**config.mk**
```make
export PLATFORM = sky130hd
export DESIGN_NAME = scsd_lane
export DESIGN_NICKNAME = d
export VERILOG_FILES = /design/src/sv/scsd_pkg.sv /design/src/sv/scsd_div.sv /design/src/sv/scsd_lane.sv
export SDC_FILE = /design/constraint.sdc
export NUM_CORES = 1
export LEC_CHECK = 0
export BUFFER_PORTS_ARGS = -buffer_cell sky130_fd_sc_hd__buf_2
export CAP_MARGIN = 20
export CORE_ASPECT_RATIO = 1.1
export CORE_MARGIN = 2
export CORE_UTILIZATION = 60
export CTS_CLUSTER_SIZE = 14
export DETAILED_ROUTE_END_ITERATION = 6
export GPL_ROUTABILITY_DRIVEN = 0
export GPL_TIMING_DRIVEN = 0
export PLACE_DENSITY_LB_ADDON = 0.12
export SLEW_MARGIN = 25
export SYNTH_ARGS = -nofsm -noshare
export SYNTH_HDL_FRONTEND = slang
export SYNTH_SLANG_ARGS = --single-unit
```
**constraint.sdc**
```tcl
create_clock -name clock -period 9.4 [get_ports clock]
set_input_delay 0.94 -clock clock [delete_from_list [all_inputs] [get_ports clock]]
set_output_delay 0.94 -clock clock [all_outputs]
set_load 0.02 [all_outputs]
```
**src/sv/scsd_pkg.sv**
```systemverilog
// Shared constants, types and codes for the scan-context shift distance block.
`default_nettype none
package scsd_pkg;
   localparam int MAX_RINGS   = 32;
   localparam int MAX_SECTORS = 64;
   localparam int RING_W      = 5;
   localparam int SECTOR_W    = 6;
   localparam int ADDR_W      = RING_W + SECTOR_W;
   localparam int GRID_DEPTH  = MAX_RINGS * MAX_SECTORS;
   localparam int HEIGHT_W    = 16;
   localparam int DEN_W       = 17;
   localparam int FRAC_W      = 16;
   localparam int NUM_W       = DEN_W + FRAC_W;
   localparam int QUOT_W      = 17;
   localparam int STEP_W      = 5;
   localparam int NUM_LANES   = QUOT_W + 1;
   localparam int LANE_W      = 5;
   localparam int SUM_W       = 28;
   localparam int CNT_W       = 12;
   localparam int RCNT_W      = 6;
   localparam int SCNT_W      = 7;

   localparam logic [QUOT_W-1:0] SCORE_ONE = 17'h10000;

   localparam logic [RCNT_W-1:0]   RING_COUNT_RESET   = 6'd20;
   localparam logic [SCNT_W-1:0]   SECTOR_COUNT_RESET = 7'd60;
   localparam logic [HEIGHT_W-1:0] MIN_DEN_RESET      = 16'd0;

   localparam logic [1:0] CSR_RING_COUNT   = 2'd0;
   localparam logic [1:0] CSR_SECTOR_COUNT = 2'd1;
   localparam logic [1:0] CSR_MIN_DEN      = 2'd2;

   typedef enum logic [2:0] {
      ST_IDLE  = 3'b001,
      ST_ISSUE = 3'b010,
      ST_WAIT  = 3'b100
   } state_type;

   typedef struct packed {
      logic              last;
      logic              counted;
   } lane_tag_type;

   typedef struct packed {
      logic              done;
      lane_tag_type      tag;
      logic [QUOT_W-1:0] quotient;
   } lane_out_type;
endpackage
`default_nettype wire

```
**src/sv/scsd_div.sv**
```systemverilog
// Restoring divider, one quotient bit per cycle; quotient known to fit 17 bits.
`default_nettype none
module scsd_div (
   input  wire logic                          clock,
   input  wire logic                          reset,
   input  wire logic                          start,
   input  wire logic [scsd_pkg::NUM_W-1:0]    numerator,
   input  wire logic [scsd_pkg::DEN_W-1:0]    divisor,
   output logic                               done,
   output logic [scsd_pkg::QUOT_W-1:0]        quotient
);
   logic                          busy_ff, busy_in;
   logic                          done_ff, done_in;
   logic [scsd_pkg::STEP_W-1:0]   step_ff, step_in;
   logic [scsd_pkg::NUM_W-1:0]    rem_ff, rem_in;
   logic [scsd_pkg::NUM_W-1:0]    dsh_ff, dsh_in;
   logic [scsd_pkg::QUOT_W-1:0]   quot_ff, quot_in;
   logic                          fits;

   assign fits = rem_ff >= dsh_ff;

   always_comb begin
      busy_in = busy_ff;
      done_in = 1'b0;
      step_in = step_ff;
      rem_in  = rem_ff;
      dsh_in  = dsh_ff;
      quot_in = quot_ff;
      if (start && !busy_ff) begin
         busy_in = 1'b1;
         step_in = scsd_pkg::STEP_W'(scsd_pkg::QUOT_W - 1);
         rem_in  = numerator;
         dsh_in  = {divisor, {scsd_pkg::FRAC_W{1'b0}}};
         quot_in = '0;
      end else if (busy_ff) begin
         if (fits) begin
            rem_in = rem_ff - dsh_ff;
         end
         quot_in = {quot_ff[scsd_pkg::QUOT_W-2:0], fits};
         dsh_in  = dsh_ff >> 1;
         if (step_ff == '0) begin
            busy_in = 1'b0;
            done_in = 1'b1;
         end else begin
            step_in = step_ff - 1'b1;
         end
      end
   end

   always_ff @(posedge clock) begin
      if (reset) begin
         busy_ff <= 1'b0;
         done_ff <= 1'b0;
      end else begin
         busy_ff <= busy_in;
         done_ff <= done_in;
      end
      step_ff <= step_in;
      rem_ff  <= rem_in;
      dsh_ff  <= dsh_in;
      quot_ff <= quot_in;
   end

   assign done     = done_ff;
   assign quotient = quot_ff;
endmodule
`default_nettype wire

```
**src/sv/scsd_lane.sv**
```systemverilog
// One ratio lane: a divider plus the flags that travel with its cell pair.
`default_nettype none
module scsd_lane (
   input  wire logic                          clock,
   input  wire logic                          reset,
   input  wire logic                          start,
   input  wire logic [scsd_pkg::NUM_W-1:0]    numerator,
   input  wire logic [scsd_pkg::DEN_W-1:0]    divisor,
   input  wire scsd_pkg::lane_tag_type        tag,
   output scsd_pkg::lane_out_type             result
);
   scsd_pkg::lane_tag_type      tag_ff;
   logic                        div_done;
   logic [scsd_pkg::QUOT_W-1:0] div_quot;

   scsd_div u_div (
      .clock     (clock),
      .reset     (reset),
      .start     (start),
      .numerator (numerator),
      .divisor   (divisor),
      .done      (div_done),
      .quotient  (div_quot)
   );

   always_ff @(posedge clock) begin
      if (start) begin
         tag_ff <= tag;
      end
   end

   assign result.done     = div_done;
   assign result.tag      = tag_ff;
   assign result.quotient = div_quot;
endmodule
`default_nettype wire

```
==> impl_summary.log <==
[metrics] clock tree skew after final layout: roughly 22 ps
[metrics] Max-Slew Margin vs Limit: 0.451
[metrics] Avg Cell Area, Syn: approximately 8.7 sq um
[metrics] endpoint class of the critical path: flop
[metrics] worst reg2reg path depth: 9
[metrics] Rows: 36
[metrics] Post-DP HPWL: 10100 um
[metrics] worst slack after detailed placement: 6070 ps
[metrics] post-synthesis instance area: 0.00550 sq mm
[metrics] die area: 0.00994 sq mm
[metrics] worst supply voltage drop on vdd: 0.148 mV
[metrics] # Post-CTS Setup Buffers: 0
[metrics] flip-flop cell with the highest count after synthesis: edfxtp_1
[metrics] capture instance of the worst register-to-register path: u_div.rem_ff[14]
[metrics] number of top-level pins: 75
[metrics] Data required, critical path: 9480 ps
[metrics] clock transition at the registers of the reported paths: around 90 ps
[metrics] GR Util All Layers: 0.282
[metrics] area added between synthesis and finish: 13.2%
[metrics] clock net sink count: a little over 90
[metrics] worst setup slack for register-to-register paths: 6010 ps
[metrics] Skew-Pair Late Insertion Delay: 380 ps
[metrics] static leakage: about 2.5 nW
[metrics] Vias: approximately 4900
[metrics] number of cells produced by synthesis: 632
[metrics] port buffer count: 74
[metrics] Final ANT Viol Nets: 0
[metrics] number of distinct library cell variants in the gate-level netlist after synthesis: 63
[metrics] hold wc startpoint: u_div.dsh_ff[12]
[metrics] sort of element at the start of the critical path: flop
[metrics] buffers from clock root to sink, at most: 2
[metrics] Core Box Area: 0.00887 sq mm
[metrics] vias in the first global route: 4766
[metrics] starting density of the core: 0.619
[metrics] async set-reset flop share out of synthesis: 0
[metrics] CP top delay family: compound AO/OA/AOI/OAI gates
[metrics] drt total wl: 13400 um
[metrics] number of fill cells: 712
[metrics] number of max-slew violations in the final report: 0
[metrics] number of vias per cell: 5.87
[metrics] aggregate negative setup slack: 0 ps
[metrics] share of cells above drive strength 1: 0.163
[metrics] crit path launch: u_div.rem_ff[15]
[metrics] Post-layout nets: 808
[metrics] CTS tree: done
[metrics] wire per inst: 16.0 um
[metrics] path class of the lowest-slack min-delay path: reg2reg
[metrics] highest attainable clock frequency: 295 MHz
[metrics] fraction of the yosys area taken by sequential cells: 0.430
[metrics] CTS Hold Bufs: 0
[metrics] Die Width: 95.3 um
[metrics] flop and latch count out of synthesis: 92
[metrics] shortest period the worst path allows: between 3000 and 4000 ps
[metrics] maxcap violations: 0
[metrics] crit path kind: reg2reg
[metrics] hold worst-path end: u_div.dsh_ff[11]
[metrics] Final Setup Violations: 0
[metrics] Hold Vio Cnt, Final: 0
[metrics] worst flop-to-flop path startpoint: u_div.rem_ff[15]
[metrics] count of instances resized after the clock tree is built: 0
[metrics] Die Y-Extent: 104 um
[metrics] DRC violations left: 0
[metrics] result of the run: completed
[metrics] worst path cell trace: ha_1 -> clkbuf_1 -> nand2_1 -> a21oi_1 -> o21ai_0 -> o41ai_2 -> nand3_1 -> a31oi_4 -> buf_16
[metrics] power after layout: 0.00194 W
[metrics] Max Fanout on Critical Path: 17
[metrics] power per cell area: a little over 300 mW/mm^2
[metrics] Crit-path slowest cell: a31oi_4
[metrics] pin count of the biggest net entering global routing: 19
[metrics] worst-margin pin slew: 823 ps
[metrics] Synth Warn #: 0
[metrics] root buffer cell: clkbuf_8
[metrics] total clock buffers created by CTS: 9
[metrics] number of inserted diodes: 0
[metrics] period utilization: 0.360
[metrics] setup repair after global routing missed its margin: false
[metrics] TritonRoute pass-1 iters: 5
[metrics] PnR worst setup slack: 6010 ps
[metrics] Synth Net Count: 722
[metrics] delay contributed by the slowest stage of the critical path: 650 ps
[metrics] utilization after layout: 0.701
[metrics] antenna violations before repair: 0
[metrics] H-tree depth: 3
[metrics] worst path arrival time: approximately 3500 ps
[metrics] number of flops mapped to enable cells by yosys: 52
[metrics] wire length of the first global-routing pass: 22100 um
[metrics] number of buffers and inverters on the critical path: 2
[metrics] count of cells along the worst hold path: 2
[metrics] gr ovfl total: 0
[metrics] initial DRC count: approximately 260
==> where the power goes <==
| part | switching (W) | internal [W] |
|---|---|---|
| combinational | 0.000646 | 0.000440 |
| clock | 0.000148 | 0.0000981 |
| sequential | 0.0000393 | 0.000569 |
==> Yosys cell counts, types with 2 or more instances <==
cell,instances,area share
a21oi_1,54,0.049
nor2_1,39,0.027
buf_4,4,0.0055
inv_1,44,0.030
a31oi_1,6,0.0068
o22ai_1,3,0.0034
a21o_1,10,0.014
o41ai_2,2,0.0059
mux2i_1,2,0.0036
buf_2,3,0.0027
nand2b_1,3,0.0034
buf_1,2,0.0014
clkbuf_1,21,0.014
xor2_1,12,0.019
o21ai_1,5,0.0046
nand2_1,113,0.077
o31ai_1,19,0.026
o21ai_0,65,0.059
nand3_1,8,0.0073
xnor2_1,16,0.025
a211oi_1,2,0.0027
edfxtp_1,52,0.28
buf_6,3,0.0061
o21a_1,4,0.0055
and3_1,4,0.0046
nor3_2,2,0.0036
nor3_1,4,0.0036
nor4_1,2,0.0023
ha_1,34,0.077
nor2b_1,6,0.0068
o211ai_1,4,0.0055
dfxtp_1,40,0.15
nand4_1,8,0.0091
o21bai_1,4,0.0055
and2_1,4,0.0046
==> registers in the layout (all words and copies together) (netlist names) <==
| name | cells |
|---|---|
| u_div.step_ff | 5 |
| u_div.rem_ff | 33 |
| u_div.dsh_ff | 33 |
| u_div.quotient | 17 |
| result | 2 |
| u_div.busy_ff | 1 |
| u_div.done | 1 |
==> routing by layer <==
layer  vias up  routed length, um  global-route usage
met3        42                987              0.0565
li1       2408                  -                   -
met5         -                  0                   0
met1      2285               5450               0.349
met4         0                420               0.117
met2       182               6540               0.473
==> metrics by stage <==
| step | area [sq um] | instances | hold WS (ps) |
|---|---|---|---|
| floorplan | 5500 | 632 | 425 |
| global placement | 6010 | 820 | 438 |
| detailed placement | 6050 | 821 | 446 |
| CTS | 6220 | 837 | 468 |
| global route | 6220 | 837 | 488 |
| finish | 6220 | 837 | 466 |
==> cell usage in the layout, fill, tap and decap left out, types with 3 or more instances in the layout <==
master,n
and2_1,4
nor2_1,39
o31ai_1,19
edfxtp_1,52
o22ai_1,3
buf_4,4
a21oi_1,54
nand2b_1,3
dfxtp_1,40
nand2_1,113
and3_1,4
o21ai_0,65
ha_1,34
nor2b_1,6
clkbuf_1,23
nand3_1,8
xor2_1,12
o211ai_1,4
inv_1,44
nand4_1,8
buf_2,77
clkbuf_8,9
nor3_1,4
a21o_1,10
buf_6,3
o21bai_1,4
o21ai_1,5
o21a_1,4
a31oi_1,5
xnor2_1,16
==> cell type report <==
type                    count  area, sq um  share of cell area
multi-input cells         461         2810               0.452
flip-flops and latches     92         2360               0.380
repair buffers             75          398              0.0640
plain buffers              34          170              0.0274
inverters                  45          169              0.0272
well taps                 114          143              0.0229
clock buffers              11          131              0.0211
clock inverters             5         37.5             0.00603
==> worst min-delay path, cell delays in order, from the launching register on <==
cell	delay, ps
dfxtp_1	340
nand2_1	50
o31ai_1	50
==> cell families after synthesis <==
kind of cell | after synthesis | synth area share
XOR/XNOR | 28 | 0.0446
adder cells (fa/ha/maj) | 35 | 0.0810
AND/OR/NAND/NOR | 200 | 0.159
flip-flops | 92 | 0.430
AO/OA/AOI/OAI | 196 | 0.220
buffers and inverters | 79 | 0.0617
multiplexers | 2 | 0.00364
==> worst max path at each step <==
stage                  endpoint  slack (ps)  depth (start not counted)
6_report       u_div.rem_ff[14]        6010                          9
2_1_floorplan   u_div.rem_ff[0]        5320                          7
4_1_cts        u_div.rem_ff[16]        6030                          9
3_5_place_dp   u_div.rem_ff[19]        6070                          9
5_1_grt        u_div.rem_ff[17]        5770                         10
3_3_place_gp   u_div.rem_ff[17]        4010                          9
Power figures use the tool's default switching activity.
