`src/sv/scsd_pkg.sv`:
```
// Shared constants, types and codes for the scan-context shift distance block.
`default_nettype none
package scsd_pkg;
   localparam int MAX_RINGS   = 32;
   localparam int MAX_SECTORS = 64;
   localparam int RING_W      = 5;
   localparam int SECTOR_W    = 6;
   localparam int ADDR_W      = RING_W + SECTOR_W;
   localparam int GRID_DEPTH  = MAX_RINGS * MAX_SECTORS;
   localparam int HEIGHT_W    = 16;
   localparam int DEN_W       = 17;
   localparam int FRAC_W      = 16;
   localparam int NUM_W       = DEN_W + FRAC_W;
   localparam int QUOT_W      = 17;
   localparam int STEP_W      = 5;
   localparam int NUM_LANES   = QUOT_W + 1;
   localparam int LANE_W      = 5;
   localparam int SUM_W       = 28;
   localparam int CNT_W       = 12;
   localparam int RCNT_W      = 6;
   localparam int SCNT_W      = 7;

   localparam logic [QUOT_W-1:0] SCORE_ONE = 17'h10000;

   localparam logic [RCNT_W-1:0]   RING_COUNT_RESET   = 6'd20;
   localparam logic [SCNT_W-1:0]   SECTOR_COUNT_RESET = 7'd60;
   localparam logic [HEIGHT_W-1:0] MIN_DEN_RESET      = 16'd0;

   localparam logic [1:0] CSR_RING_COUNT   = 2'd0;
   localparam logic [1:0] CSR_SECTOR_COUNT = 2'd1;
   localparam logic [1:0] CSR_MIN_DEN      = 2'd2;

   typedef enum logic [2:0] {
      ST_IDLE  = 3'b001,
      ST_ISSUE = 3'b010,
      ST_WAIT  = 3'b100
   } state_type;

   typedef struct packed {
      logic              last;
      logic              counted;
   } lane_tag_type;

   typedef struct packed {
      logic              done;
      lane_tag_type      tag;
      logic [QUOT_W-1:0] quotient;
   } lane_out_type;
endpackage
`default_nettype wire

```
`src/sv/scsd_div.sv`:
```
// Restoring divider, one quotient bit per cycle; quotient known to fit 17 bits.
`default_nettype none
module scsd_div (
   input  wire logic                          clock,
   input  wire logic                          reset,
   input  wire logic                          start,
   input  wire logic [scsd_pkg::NUM_W-1:0]    numerator,
   input  wire logic [scsd_pkg::DEN_W-1:0]    divisor,
   output logic                               done,
   output logic [scsd_pkg::QUOT_W-1:0]        quotient
);
   logic                          busy_ff, busy_in;
   logic                          done_ff, done_in;
   logic [scsd_pkg::STEP_W-1:0]   step_ff, step_in;
   logic [scsd_pkg::NUM_W-1:0]    rem_ff, rem_in;
   logic [scsd_pkg::NUM_W-1:0]    dsh_ff, dsh_in;
   logic [scsd_pkg::QUOT_W-1:0]   quot_ff, quot_in;
   logic                          fits;

   assign fits = rem_ff >= dsh_ff;

   always_comb begin
      busy_in = busy_ff;
      done_in = 1'b0;
      step_in = step_ff;
      rem_in  = rem_ff;
      dsh_in  = dsh_ff;
      quot_in = quot_ff;
      if (start && !busy_ff) begin
         busy_in = 1'b1;
         step_in = scsd_pkg::STEP_W'(scsd_pkg::QUOT_W - 1);
         rem_in  = numerator;
         dsh_in  = {divisor, {scsd_pkg::FRAC_W{1'b0}}};
         quot_in = '0;
      end else if (busy_ff) begin
         if (fits) begin
            rem_in = rem_ff - dsh_ff;
         end
         quot_in = {quot_ff[scsd_pkg::QUOT_W-2:0], fits};
         dsh_in  = dsh_ff >> 1;
         if (step_ff == '0) begin
            busy_in = 1'b0;
            done_in = 1'b1;
         end else begin
            step_in = step_ff - 1'b1;
         end
      end
   end

   always_ff @(posedge clock) begin
      if (reset) begin
         busy_ff <= 1'b0;
         done_ff <= 1'b0;
      end else begin
         busy_ff <= busy_in;
         done_ff <= done_in;
      end
      step_ff <= step_in;
      rem_ff  <= rem_in;
      dsh_ff  <= dsh_in;
      quot_ff <= quot_in;
   end

   assign done     = done_ff;
   assign quotient = quot_ff;
endmodule
`default_nettype wire

```
`src/sv/scsd_merge.sv`:
```
// Merges lane results: per-shift sum and count, mean divide, best-shift tracking.
`default_nettype none
module scsd_merge (
   input  wire logic                            clock,
   input  wire logic                            reset,
   input  wire logic                            clear,
   input  wire scsd_pkg::lane_out_type          lane_in,
   input  wire logic [scsd_pkg::SECTOR_W-1:0]   shift_index,
   output logic                                 shift_done,
   output logic                                 found,
   output logic [scsd_pkg::SECTOR_W-1:0]        win_shift,
   output logic [scsd_pkg::QUOT_W-1:0]          best_score
);
   logic [scsd_pkg::SUM_W-1:0]    sum_ff, sum_in, sum_fin;
   logic [scsd_pkg::CNT_W-1:0]    cnt_ff, cnt_in, cnt_fin;
   logic                          found_ff, found_in;
   logic [scsd_pkg::SECTOR_W-1:0] best_sh_ff, best_sh_in;
   logic [scsd_pkg::QUOT_W-1:0]   best_ff, best_in;
   logic                          shift_done_ff, shift_done_in;
   logic                          mean_start;
   logic                          mean_done;
   logic [scsd_pkg::QUOT_W-1:0]   mean_quot;

   always_comb begin
      sum_fin = sum_ff;
      cnt_fin = cnt_ff;
      if (lane_in.tag.counted) begin
         sum_fin = sum_ff + scsd_pkg::SUM_W'(lane_in.quotient);
         cnt_fin = cnt_ff + 1'b1;
      end
   end

   always_comb begin
      sum_in        = sum_ff;
      cnt_in        = cnt_ff;
      found_in      = found_ff;
      best_sh_in    = best_sh_ff;
      best_in       = best_ff;
      shift_done_in = 1'b0;
      mean_start    = 1'b0;
      if (clear) begin
         sum_in   = '0;
         cnt_in   = '0;
         found_in = 1'b0;
      end else begin
         if (lane_in.done) begin
            if (lane_in.tag.last) begin
               sum_in = '0;
               cnt_in = '0;
               // shift with no counted pair never competes
               if (cnt_fin == '0) begin
                  shift_done_in = 1'b1;
               end else begin
                  mean_start = 1'b1;
               end
            end else begin
               sum_in = sum_fin;
               cnt_in = cnt_fin;
            end
         end
         if (mean_done) begin
            shift_done_in = 1'b1;
            if (!found_ff || mean_quot < best_ff) begin
               found_in   = 1'b1;
               best_in    = mean_quot;
               best_sh_in = shift_index;
            end
         end
      end
   end

   scsd_div u_mean_div (
      .clock     (clock),
      .reset     (reset),
      .start     (mean_start),
      .numerator (scsd_pkg::NUM_W'(sum_fin)),
      .divisor   (scsd_pkg::DEN_W'(cnt_fin)),
      .done      (mean_done),
      .quotient  (mean_quot)
   );

   always_ff @(posedge clock) begin
      if (reset) begin
         found_ff      <= 1'b0;
         shift_done_ff <= 1'b0;
         sum_ff        <= '0;
         cnt_ff        <= '0;
      end else begin
         found_ff      <= found_in;
         shift_done_ff <= shift_done_in;
         sum_ff        <= sum_in;
         cnt_ff        <= cnt_in;
      end
      best_sh_ff <= best_sh_in;
      best_ff    <= best_in;
   end

   assign shift_done = shift_done_ff;
   assign found      = found_ff;
   assign win_shift  = best_sh_ff;
   assign best_score = best_ff;
endmodule
`default_nettype wire

```
`config.mk`:
```
export PLATFORM = sky130hd
export DESIGN_NAME = scsd_merge
export DESIGN_NICKNAME = d
export VERILOG_FILES = /design/src/sv/scsd_pkg.sv /design/src/sv/scsd_div.sv /design/src/sv/scsd_merge.sv
export SDC_FILE = /design/constraint.sdc
export NUM_CORES = 1
export LEC_CHECK = 0
export BUFFER_PORTS_ARGS = -buffer_cell sky130_fd_sc_hd__buf_2
export CAP_MARGIN = 20
export CORE_ASPECT_RATIO = 0.9
export CORE_MARGIN = 5
export CORE_UTILIZATION = 65
export CTS_BUF_LIST = sky130_fd_sc_hd__clkbuf_2
export DETAILED_ROUTE_END_ITERATION = 7
export GPL_TIMING_DRIVEN = 0
export PLACE_DENSITY = 0.86
export SYNTH_ARGS = -nofsm -noshare
export SYNTH_HDL_FRONTEND = slang
export SYNTH_HIERARCHICAL = 1
export SYNTH_SLANG_ARGS = --single-unit
export TNS_END_PERCENT = 20
```
`constraint.sdc`:
```
create_clock -name clock -period 9.18 [get_ports clock]
set_clock_uncertainty 0.2 [all_clocks]
set_input_delay 0.918 -clock clock [delete_from_list [all_inputs] [get_ports clock]]
set_output_delay 0.918 -clock clock [all_outputs]
set_load 0.05 [all_outputs]
```
==> reports/qor.yml <==
place_inst: 1359
gp_congestion: 0.944
num_antenna_cells: 0
synth_top_flop_cell: "dfxtp_1"
syn_area_per_cell_um2: 8.94
design_area_mm2: 0.0106
post_cts.repair.setup_buffers: 0
htreeDepth: 4
grt_util_all_layers_pct: 26.9
async_flop_share_pct: 0
routedWlPerCell_um: 17.1
ant_nets: 0
period_share_pct: 46.9
cp_cell_sequence: "ha_1 > nand4_1 > nor4_1 > xor2_1 > or4_1 > nor2_1 > nor3_1 > clkbuf_1 > inv_1 > nor2_1 > clkbuf_8 > clkbuf_1 > o21ai_0"
power_density_mw_per_mm2: 150
path_buf_inv: 4
path_max_fanout: 10
grt.overflow.total: 0
drc: 0
power_leakage_nw: 4.27
clock-sinks: 155
synth_cells: 1097
clk_latency_ns: 0.77
nets: 1279
reg2reg_depth: 13
endpoint_kind: "flop"
rrSetupSlack_ns: 4.87
slowest_delay_ns: 0.51
min_period_ns: 4.31
start_kind: "flop"
synth_compound_area_share_pct: 21.4
cp_top_family: "simple AND/OR/NAND/NOR gates"
max_freq_mhz: 232
cts_tree: "built"
synth_top_family_by_area: "compound AO/OA/AOI/OAI gates"
antenna_found_initial: 1
crit_end: "u_mean_div/rem_ff[25]$_DFFE_PP_"
place_area_mm2: 0.0104
core-area_mm2: 0.0148
finalHoldViolCount: 0
ys_seq_elements: 155
final_cell_mix: "nand2_1 (131), dfxtp_1 (82), nor2_1 (76), a21oi_1 (74), edfxtp_1 (73)"
drt_wl_total_mm: 23.8
r2r-end: "u_mean_div/rem_ff[25]$_DFFE_PP_"
start_util_pct: 66.4
holdCritPathClass: "input port to flop"
layout_commonest_cell: "nand2_1"
grt_pass1_wl_mm: 38.7
clk_path_buf_depth: 2
drt_pass1_iterations: 5
cts_root_buf: "clkbuf_2"
critPathKind: "flop to flop"
worst_r2r_startpoint: "cnt_ff[1]$_SDFFE_PP0P_"
synth_cell_types: 82
portBuffers: 53
grt_pass1_vias: 7982
crit_start: "cnt_ff[1]$_SDFFE_PP0P_"
cap_violations: 0
finalSetupViolations: 0
rsz0062_at_grt: "no"
status: "finished clean"
viasPerCell: 6.10
ios: 54
cp.arrival_ns: 4.63
fillCellCount: 1152
layoutNonFillerInstCount: 1391
synth-adder-area-share_pct: 9.09
cts_resized: 0
cts_buffers: 17
die_width_um: 139
dp_hpwl_mm: 18.1
ir_worst_vdd_mv: 0.127
dieArea_mm2: 0.0176
netlist_area_mm2: 0.00980
area_growth_pct: 8.41
clkSlewWorstSetupHoldPaths_ns: 0.24
worstMarginPinSlew_ns: 0.890
grt_max_degree: 22
multiInputGateArea_mm2: 0.00549
synth_mux_area_share_pct: 1.94
slowest_stage: "clkbuf_1"
synth_edf_count: 73
synth-xor-area-share_pct: 5.81
slew_violations: 0
cp.depth: 13
num_vias: 8490
die_height_um: 127
tns_ns: 0
initialDrtViolationCount: 819
synth_warnings: 6
drive_gt1_share_pct: 12.4
num_rows: 42
yosys.area_share.simple_pct: 17.2
cp.required_ns: 9.50
postCtsHoldBufs: 0
relSlewSlack_pct: 40.7
regArea_mm2: 0.00383
yosysSeqAreaShare_pct: 39.1
## flip-flops by register name, indices dropped and copies added (netlist names)
signal	cells
best_score	17
u_mean_div/step_ff	5
win_shift	6
u_mean_div/dsh_ff	33
u_mean_div/busy_ff	1
sum_ff	28
u_mean_div/rem_ff	33
cnt_ff	12
u_mean_div/quotient	17
found	1
shift_done	1
u_mean_div/done	1
## how the worst min path moves through the flow
stage          slack (ns)  depth (start not counted)                            endpoint                                from
6_report             0.11                          1              win_shift[1]$_DFFE_PP_                      shift_index[1]
5_1_grt              0.03                          1              win_shift[1]$_DFFE_PP_                      shift_index[1]
4_1_cts              0.06                          1              win_shift[1]$_DFFE_PP_                      shift_index[1]
3_5_place_dp         0.24                          2  u_mean_div/dsh_ff[10]$_SDFFE_PP0P_  u_mean_div/dsh_ff[11]$_SDFFE_PP0P_
3_3_place_gp         0.23                          2   u_mean_div/dsh_ff[6]$_SDFFE_PP0P_   u_mean_div/dsh_ff[7]$_SDFFE_PP0P_
2_1_floorplan        0.23                          2   u_mean_div/dsh_ff[1]$_SDFFE_PP0P_   u_mean_div/dsh_ff[2]$_SDFFE_PP0P_
## metrics by stage
stage | setup WS, ns | util, % | hold WS [ns] | power [mW]
after floorplan | 4.78 | - | 0.225 | 1.13
after global placement | 3.34 | 70.1 | 0.235 | 1.21
after detailed placement | 4.46 | 70.5 | 0.244 | 1.23
after CTS | 4.94 | 72.0 | 0.0560 | 1.59
after global routing | 4.60 | 72.0 | 0.0299 | 1.68
final | 4.87 | 72.0 | 0.109 | 1.59
## cell families after synthesis
kind of cell | count (synthesis)
buffers and inverters | 124
flip-flops | 155
AO/OA/AOI/OAI | 313
adder cells (fa/ha/maj) | 70
other | 1
XOR/XNOR | 65
multiplexers | 17
AND/OR/NAND/NOR | 352
## routing by layer
layer / global-route usage [%] / share of wire (%) / vias to the layer above
met5: 0 / 0.029 / -
met4: 8.52 / 1.9 / 2
met1: 35.9 / 43 / 3951
met3: 6.55 / 8.8 / 50
met2: 43.3 / 46 / 341
li1: - / - / 4146
## worst register-to-register path, stage by stage, from the launching register on
cell and delay [ns]:
dfxtp_1 0.48, ha_1 0.21, nand4_1 0.22, nor4_1 0.39, xor2_1 0.29, or4_1 0.22
nor2_1 0.06, nor3_1 0.16, clkbuf_1 0.39, inv_1 0.13, nor2_1 0.32, clkbuf_8 0.26
clkbuf_1 0.51, o21ai_0 0.24
## synth_stat cells, drive strengths merged (3+ instances only)
cell / n / share of area, %
and4: 5 / 0.45
o21bai: 8 / 0.61
inv: 68 / 2.6
o21a: 4 / 0.31
a22o: 10 / 0.89
nor2b: 8 / 0.51
o21ai: 82 / 4.3
o2111ai: 6 / 0.54
a31o: 7 / 0.63
or3: 3 / 0.19
a211o: 3 / 0.27
or2: 4 / 0.26
nand4: 13 / 0.83
nand2b: 25 / 1.6
nand2: 131 / 5.0
edfxtp: 73 / 22
a41o: 4 / 0.41
dfxtp: 82 / 17
o211ai: 8 / 0.61
a22oi: 16 / 1.2
nor3: 13 / 0.71
nand3: 29 / 1.5
mux2: 16 / 1.8
o31ai: 24 / 1.8
a211oi: 8 / 0.74
ha: 68 / 8.7
nor2: 78 / 3.0
o41ai: 6 / 0.61
or4: 9 / 0.73
a21o: 15 / 1.2
nor4: 8 / 0.51
and2: 10 / 0.66
a221oi: 5 / 0.64
a31oi: 13 / 1.1
buf: 14 / 0.78
and3: 8 / 0.52
clkbuf: 41 / 1.9
a21oi: 80 / 4.3
xor2: 32 / 2.9
xnor2: 33 / 2.9
## layout make-up
class,count,share of cell area (%)
well taps,198,2.33
multi-input cells,827,51.7
clock buffers,17,0.800
inverters,68,2.40
clock inverters,15,1.31
flip-flops and latches,155,36.1
plain buffers,56,2.54
repair buffers,55,2.90
## report_power, final
group	switching (mW)	internal, mW	total (mW)
Clock	0.266	0.103	0.369
Combinational	0.240	0.164	0.404
Sequential	0.0323	0.787	0.819
(Power assumes the default switching activity.)
